===== config.mk =====
export PLATFORM = sky130hd
export DESIGN_NAME = positional_list_store_unit
export DESIGN_NICKNAME = d
export VERILOG_FILES = /design/src/design/pls_pkg.sv /design/src/design/positional_list_store_unit.sv /design/src/design/pls_cell.sv
export VERILOG_INCLUDE_DIRS = /design/src /design/src/design
export SDC_FILE = /design/constraint.sdc
export NUM_CORES = 2
export LEC_CHECK = 0
export BUFFER_PORTS_ARGS = -buffer_cell sky130_fd_sc_hd__buf_2
export CAP_MARGIN = 5
export CORE_AREA = 3 3 299 301
export CTS_CLUSTER_DIAMETER = 50
export DETAILED_ROUTE_END_ITERATION = 8
export DIE_AREA = 0 0 302 304
export GPL_TIMING_DRIVEN = 0
export PLACE_DENSITY = 0.63
export SLEW_MARGIN = 10
export SYNTH_ARGS = -nofsm -noshare
export SYNTH_HDL_FRONTEND = slang
export SYNTH_SLANG_ARGS = --single-unit

===== constraint.sdc =====
create_clock -name clk_i -period 7 [get_ports clk_i]
set_input_delay 0.35 -clock clk_i [delete_from_list [all_inputs] [get_ports clk_i]]
set_output_delay 0.35 -clock clk_i [all_outputs]
set_load 0.02 [all_outputs]

===== src/design/positional_list_store_unit_macros.svh =====
// Assertion macros for the positional list store unit.
`ifndef POSITIONAL_LIST_STORE_UNIT_MACROS_SVH
`define POSITIONAL_LIST_STORE_UNIT_MACROS_SVH

// Same-cycle implication, sampled on clk_i, idle in reset.
`define PLS_ASSERT_NOW(label, ante, cons) \
  label: assert property (@(posedge clk_i) disable iff (!rst_ni) (ante) |-> (cons)) \
    else $error("positional list store: check failed");

// Next-cycle implication, sampled on clk_i, idle in reset.
`define PLS_ASSERT_NEXT(label, ante, cons) \
  label: assert property (@(posedge clk_i) disable iff (!rst_ni) (ante) |=> (cons)) \
    else $error("positional list store: check failed");

`endif


===== src/design/pls_pkg.sv =====
// Package: types and constants shared by the positional list store unit.
`timescale 1ns / 1ps
package pls_pkg;

  localparam int unsigned DEPTH   = 16;
  localparam int unsigned IdxW    = (DEPTH > 1) ? $clog2(DEPTH) : 1;
  localparam int unsigned WordW   = 32;
  localparam int unsigned PosW    = 5;
  localparam int unsigned CountW  = 5;
  localparam int unsigned KindW   = 3;
  localparam int unsigned StatusW = 2;

  typedef enum logic [KindW-1:0] {
    KIND_READ   = 3'd0,
    KIND_WRITE  = 3'd1,
    KIND_INSERT = 3'd2,
    KIND_DELETE = 3'd3,
    KIND_CLEAR  = 3'd4
  } kind_e;

  typedef enum logic [StatusW-1:0] {
    STATUS_OK    = 2'd0,
    STATUS_RANGE = 2'd1,
    STATUS_FULL  = 2'd2,
    STATUS_EMPTY = 2'd3
  } status_e;

  // What every cell of the chain does this cycle.
  typedef enum logic [1:0] {
    CELL_HOLD  = 2'd0,  // keep word
    CELL_LOAD  = 2'd1,  // overwrite the addressed cell
    CELL_OPEN  = 2'd2,  // insert: shift up from the addressed cell
    CELL_CLOSE = 2'd3   // delete: shift down into the addressed cell
  } cell_op_e;

  typedef struct packed {
    cell_op_e           op;
    logic [IdxW-1:0]    idx;
    logic [WordW-1:0]   value;
  } cell_ctrl_t;

endpackage


===== src/design/positional_list_store_unit.sv =====
// Positional list store: bounded ordered word list held in a shifting cell chain.
// Result: registered, valid in the cycle after its request beat is taken.
// Throughput: one request per cycle while results are taken; the chain shifts a whole insert or delete at once.
// A stalled result register holds in_ready_o low until out_ready_i takes it.
// Reset (rst_ni low, asynchronous) empties the list and drops any pending result;
// cell contents are not cleared and are never read beyond the fill count.
`timescale 1ns / 1ps
module positional_list_store_unit (
  input  logic                              clk_i,
  input  logic                              rst_ni,
  input  logic                              in_valid_i,
  output logic                              in_ready_o,
  input  logic [pls_pkg::KindW-1:0]         kind_i,
  input  logic [pls_pkg::PosW-1:0]          position_i,
  input  logic signed [pls_pkg::WordW-1:0]  value_i,
  output logic                              out_valid_o,
  input  logic                              out_ready_i,
  output logic signed [pls_pkg::WordW-1:0]  data_o,
  output logic [pls_pkg::StatusW-1:0]       status_o,
  output logic [pls_pkg::CountW-1:0]        count_o
);

`include "positional_list_store_unit_macros.svh"

  localparam logic [pls_pkg::CountW-1:0] FullCount = pls_pkg::CountW'(pls_pkg::DEPTH);

  logic                          in_fire;
  logic [pls_pkg::CountW-1:0]    fill_q, fill_d;
  logic                          out_valid_q;
  logic [pls_pkg::WordW-1:0]     data_q, res_data;
  pls_pkg::status_e              status_q, res_status;
  logic [pls_pkg::CountW-1:0]    count_q;
  pls_pkg::cell_ctrl_t           ctrl;
  pls_pkg::cell_op_e             req_op;
  logic [pls_pkg::PosW-1:0]      pos_eff, pos_m1;
  logic [pls_pkg::CountW:0]      fill_p1;
  logic [pls_pkg::WordW-1:0]     words [pls_pkg::DEPTH];
  logic [pls_pkg::WordW-1:0]     rd_word;

  assign in_ready_o = !out_valid_q || out_ready_i;
  assign in_fire    = in_valid_i && in_ready_o;

  // Position zero maps to the head for read and write; insert and delete reject it as out of range
  assign pos_eff = (position_i == '0) ? pls_pkg::PosW'(1) : position_i;
  assign pos_m1  = pos_eff - pls_pkg::PosW'(1);
  assign fill_p1 = {1'b0, fill_q} + (pls_pkg::CountW + 1)'(1);
  assign rd_word = words[pos_m1[pls_pkg::IdxW-1:0]];

  // Request decode: status, returned word, cell op and new fill
  always_comb begin
    req_op     = pls_pkg::CELL_HOLD;
    res_data   = '0;
    res_status = pls_pkg::STATUS_OK;
    fill_d     = fill_q;
    case (pls_pkg::kind_e'(kind_i))
      pls_pkg::KIND_READ: begin
        if (pos_eff > fill_q) begin
          res_status = pls_pkg::STATUS_RANGE;
        end else begin
          res_data = rd_word;
        end
      end
      pls_pkg::KIND_WRITE: begin
        if (pos_eff > fill_q) begin
          res_status = pls_pkg::STATUS_RANGE;
        end else begin
          req_op = pls_pkg::CELL_LOAD;
        end
      end
      pls_pkg::KIND_INSERT: begin
        if (fill_q >= FullCount) begin
          res_status = pls_pkg::STATUS_FULL;
        end else if (position_i == '0 || {1'b0, position_i} > fill_p1) begin
          res_status = pls_pkg::STATUS_RANGE;
        end else begin
          req_op = pls_pkg::CELL_OPEN;
          fill_d = fill_p1[pls_pkg::CountW-1:0];
        end
      end
      pls_pkg::KIND_DELETE: begin
        if (fill_q == '0) begin
          res_status = pls_pkg::STATUS_EMPTY;
        end else if (position_i == '0 || position_i > fill_q) begin
          res_status = pls_pkg::STATUS_RANGE;
        end else begin
          res_data = rd_word;
          req_op   = pls_pkg::CELL_CLOSE;
          fill_d   = fill_q - pls_pkg::CountW'(1);
        end
      end
      pls_pkg::KIND_CLEAR: begin
        fill_d = '0;
      end
      default: begin
        req_op = pls_pkg::CELL_HOLD;
      end
    endcase
  end

  // Broadcast to the chain only on an accepted beat
  always_comb begin
    ctrl.op    = in_fire ? req_op : pls_pkg::CELL_HOLD;
    ctrl.idx   = pos_m1[pls_pkg::IdxW-1:0];
    ctrl.value = value_i;
  end

  // Cell chain: each cell sees its lower and upper neighbor (the head takes value_i, the tail itself)
  for (genvar i = 0; i < pls_pkg::DEPTH; i++) begin : g_cell
    logic [pls_pkg::WordW-1:0] prev_w, next_w;
    if (i == 0) begin : g_head
      assign prev_w = value_i;
    end else begin : g_body_prev
      assign prev_w = words[i-1];
    end
    if (i == pls_pkg::DEPTH - 1) begin : g_tail
      assign next_w = words[i];
    end else begin : g_body_next
      assign next_w = words[i+1];
    end
    pls_cell u_cell (
      .clk_i   (clk_i),
      .ctrl_i  (ctrl),
      .index_i (pls_pkg::IdxW'(i)),
      .prev_i  (prev_w),
      .next_i  (next_w),
      .word_o  (words[i])
    );
  end

  // Fill count and result valid
  always_ff @(posedge clk_i or negedge rst_ni) begin
    if (!rst_ni) begin
      fill_q      <= '0;
      out_valid_q <= 1'b0;
    end else begin
      if (in_fire) fill_q <= fill_d;
      if (in_fire) begin
        out_valid_q <= 1'b1;
      end else if (out_ready_i) begin
        out_valid_q <= 1'b0;
      end
    end
  end

  // Result payload register
  always_ff @(posedge clk_i) begin
    if (in_fire) begin
      data_q   <= res_data;
      status_q <= res_status;
      count_q  <= fill_d;
    end
  end

  assign out_valid_o = out_valid_q;
  assign data_o      = data_q;
  assign status_o    = status_q;
  assign count_o     = count_q;

  // Checks
  `PLS_ASSERT_NOW(a_fill_bound, 1'b1, fill_q <= FullCount)
  `PLS_ASSERT_NEXT(a_count_tracks_fill, in_fire, count_o == fill_q)
  `PLS_ASSERT_NEXT(a_full_flag, in_fire && kind_i == pls_pkg::KIND_INSERT && fill_q == FullCount, status_o == pls_pkg::STATUS_FULL)

endmodule


===== src/design/pls_cell.sv =====
// One storage cell of the shifting list chain.
`timescale 1ns / 1ps
module pls_cell (
  input  logic                              clk_i,
  input  pls_pkg::cell_ctrl_t               ctrl_i,
  input  logic [pls_pkg::IdxW-1:0]          index_i,
  input  logic [pls_pkg::WordW-1:0]         prev_i,
  input  logic [pls_pkg::WordW-1:0]         next_i,
  output logic [pls_pkg::WordW-1:0]         word_o
);

  logic [pls_pkg::WordW-1:0] word_q, word_d;

  // Pick the new word from the broadcast op and this cell's place
  always_comb begin
    word_d = word_q;
    case (ctrl_i.op)
      pls_pkg::CELL_LOAD: begin
        if (index_i == ctrl_i.idx) word_d = ctrl_i.value;
      end
      pls_pkg::CELL_OPEN: begin
        if (index_i > ctrl_i.idx) begin
          word_d = prev_i;
        end else if (index_i == ctrl_i.idx) begin
          word_d = ctrl_i.value;
        end
      end
      pls_pkg::CELL_CLOSE: begin
        if (index_i >= ctrl_i.idx) word_d = next_i;
      end
      default: word_d = word_q;
    endcase
  end

  // Payload only, no reset
  always_ff @(posedge clk_i) begin
    word_q <= word_d;
  end

  assign word_o = word_q;

endmodule


==> flow_summary_export.csv <==
group,metric,value,unit
worst_setup_path,r2r_cells,16,
die,die-area,91800,um^2
layout,layout-drive-gt1-share,0.140,
die,chipWidth,302,um
grt,grt_usage,0.296,
yosys,synth.avg_cell_area,11.8,um^2
worst_setup_path,r2r_end,"g_cell[12].u_cell.word_o[18]$_DFFE_PP_",
layout,nets,3181,
cts,htree_levels,3,
worst_setup_path,path_cells,"inv_1, ha_1, inv_1, ha_1, nor2b_1, o21bai_1, a31oi_1, or3_1, a21oi_1, and2_1, ha_1, clkbuf_1, buf_1, clkbuf_1, a31oi_4, buf_16",
detailed_routing,wl_per_cell,32.3,um
grt,grt_remaining_overflow,0,
die,io_pins,85,
yosys,synth_edf_count,551,
worst_setup_path,slowest_stage,"clkbuf_1",
layout,utilization,0.457,
worst_setup_path,critPathMaxFanout,18,
yosys,synthFlopType,"edfxtp_1",
power_and_ir_drop,leakagePower,14.7,nW
timing,finClkSkew,0.0267,ns
layout,mostFrequentLayoutCells,"edfxtp_1, mux2i_1, o21ai_0",
timing,final_hold_viol_count,0,
cts,cts-root-buf,"clkbuf_16",
timing,rsz0062_at_grt,"false",
timing,min_period_over_period,0.972,
yosys,netlist_instances,2937,
worst_setup_path,required,7.38,ns
worst_hold_path,hold_end,"out_valid_o$_DFFE_PN0P_",
detailed_routing,totalWireLength,140,mm
timing,worst_pin_slew,1.44,ns
grt,grt_pass1_wl,201,mm
yosys,ys_seq_elements,557,
die,initial_core_util,0.400,
power_and_ir_drop,cellPowerDensity,243,nW/um^2
place,port_buffers,83,
power_and_ir_drop,peakVddDrop,0.000178,V
detailed_routing,dr.pass1.iters,7,
timing,relSlewSlack,0.0324,
layout,syn_to_final_growth,14.2,%
yosys,syn_area,34800,um^2
grt,first_global_vias,28200,
timing,report.final.setup_viol,0,
detailed_routing,drc,0,
worst_setup_path,arrival,7.18,ns
timing,slew_viol_final,0,
outcome,status,"finished clean",
worst_setup_path,critPathLaunchType,"flip-flop",
die,die_h,304,um
worst_hold_path,hold_path.class,"input port to flip-flop",
cts,clock_sinks,557,
yosys,synthDistinctLibCells,69,
timing,fin_crit,6.80,ns
yosys,synth_area_leaders,"edfxtp_1, mux2i_1, a22oi_1",
cts,clkTransAtPathRegs,0.06,ns
grt,grt_max_degree,32,
worst_setup_path,cpPeakStageDelay,1.02,ns
detailed_routing,viasPerCell,6.91,
detailed_routing,postRouteAntennaNets,0,
worst_hold_path,hold-path-cell-count,3,
timing,max_freq,0.147,GHz
place,place_congestion,1.01,
yosys,synth_area_leader_cell,"edfxtp_1",
grt,antenna_found_initial,11,
cts,ctsResizeCount,0,
worst_setup_path,path_class,"flip-flop to flip-flop",
cts,clockBufferDepth,3,
yosys,syn-num-nets,3003,
yosys,yosysWarnings,0,
cts,clk_latency,0.65,ns
worst_hold_path,min-delay-start,"out_ready_i",
yosys,ys_async_sr_fraction,0.0108,
worst_setup_path,worstReg2RegStart,"fill_q[0]$_DFFE_PN0P_",
die,coreArea,86900,um^2
cts,cts_made_buffers,74,
job,drv_cap,0,
worst_setup_path,rrSetupSlack,0.20,ns
yosys,ys_seq_area_frac,0.480,
layout,layout_commonest_cell,"edfxtp_1",
detailed_routing,drt-initial-drc-count,4948,
worst_setup_path,critPathTopFamily,"buffers and inverters",
place,dp_hpwl,106,mm
timing,tns,0,ns
die,rows,108,
worst_setup_path,crit_top_cell,"ha_1",
cts,cts_tree,"yes",
worst_setup_path,worstPathBufferInverterCount,6,
yosys,synth_top_area_share,0.476,
worst_setup_path,cp-end-kind,"flip-flop",
detailed_routing,vias,29960,
[state kept, by name, summed over array words and instances, names as in the netlist]
signal                flops
fill_q                    5
g_cell.u_cell.word_o    512
count_o                   5
status_o                  2
out_valid_o               1
data_o                   32
[worst register-to-register path, cell delays in order, from the launching register on]
cell and delay [ns]:
dfrtp_1 0.52, inv_1 0.21, ha_1 0.39, inv_1 0.11, ha_1 0.29, nor2b_1 0.13, o21bai_1 0.11, a31oi_1 0.20
or3_1 0.41, a21oi_1 0.30, and2_1 0.22, ha_1 0.28, clkbuf_1 0.58, buf_1 0.78, clkbuf_1 1.02, a31oi_4 0.62
buf_16 0.37
[per-layer routing]
layer,GRT usage,part of all wire,wire length (um)
met4,0.134,0.055,7780
met5,0,0.00066,92
met2,0.443,0.44,61500
met3,0.0870,0.13,18000
met1,0.398,0.38,52800
[where the power goes]
group	internal (mW)	switching, mW
Sequential	3.95	0.215
Clock	2.34	1.63
Combinational	0.551	0.985
Total	6.84	2.83
[cell type report]
cell class / instances / area, um^2
inverter: 15 / 63.8
fill: 7991 / 47100
tap: 1155 / 1450
antenna: 5 / 12.5
clock inverter: 53 / 568
sequential: 557 / 16700
clock buffer: 83 / 1930
multi-input combinational: 2065 / 16800
buffer: 300 / 1400
timing repair buffer: 102 / 806
[worst max path at each step]
stage	start	endpoint	slack, ns	cells after the start
2_1_floorplan	position_i[4]	g_cell[1].u_cell.word_o[0]$_DFFE_PP_	0.15	19
3_3_place_gp	position_i[1]	g_cell[1].u_cell.word_o[16]$_DFFE_PP_	-3.33	20
3_5_place_dp	fill_q[0]$_DFFE_PN0P_	g_cell[12].u_cell.word_o[16]$_DFFE_PP_	0.37	16
4_1_cts	fill_q[0]$_DFFE_PN0P_	g_cell[12].u_cell.word_o[18]$_DFFE_PP_	0.32	16
5_1_grt	fill_q[0]$_DFFE_PN0P_	g_cell[12].u_cell.word_o[18]$_DFFE_PP_	0.002	16
6_report	fill_q[0]$_DFFE_PN0P_	g_cell[12].u_cell.word_o[18]$_DFFE_PP_	0.20	16
[stage by stage]
step / worst slack (ns) / power, mW / cell area (um^2) / hold WS, ns / instances
5_1_grt: 0.00234 / 9.89 / 39700 / 0.0496 / 4330
4_1_cts: 0.317 / 9.61 / 39700 / 0.0316 / 4330
6_report: 0.197 / 9.67 / 39700 / 0.0343 / 4335
3_5_place_dp: 0.368 / 5.70 / 37200 / 0.205 / 4192
2_1_floorplan: 0.150 / 5.07 / 34800 / 0.0544 / 2937
3_3_place_gp: -3.33 / 5.64 / 36700 / 0.200 / 4175
[synth_stat cells (all sizes together) (9+ instances only)]
master / number
a211oi: 11
a21oi: 34
a22oi: 468
a31oi: 10
and3: 19
buf: 73
clkbuf: 227
edfxtp: 551
ha: 22
inv: 15
mux2i: 534
mux4: 118
nand2: 121
nand3: 32
nor2: 30
nor3: 32
o21ai: 527
o22ai: 13
or2: 9
[what timing repair did]
action                    4_1_cts  5_1_grt
hold buffers                    2        0
hold endpoints to repair        7        0
setup buffers                   0        0
[kinds of logic after synthesis]
logic type	synth area share
flops	0.480
xor+xnor	0.00169
simple gates	0.0399
mux	0.230
fa+ha+maj	0.00791
compound gates	0.198
buf+inv	0.0420
Power figures use the tool's default switching activity.
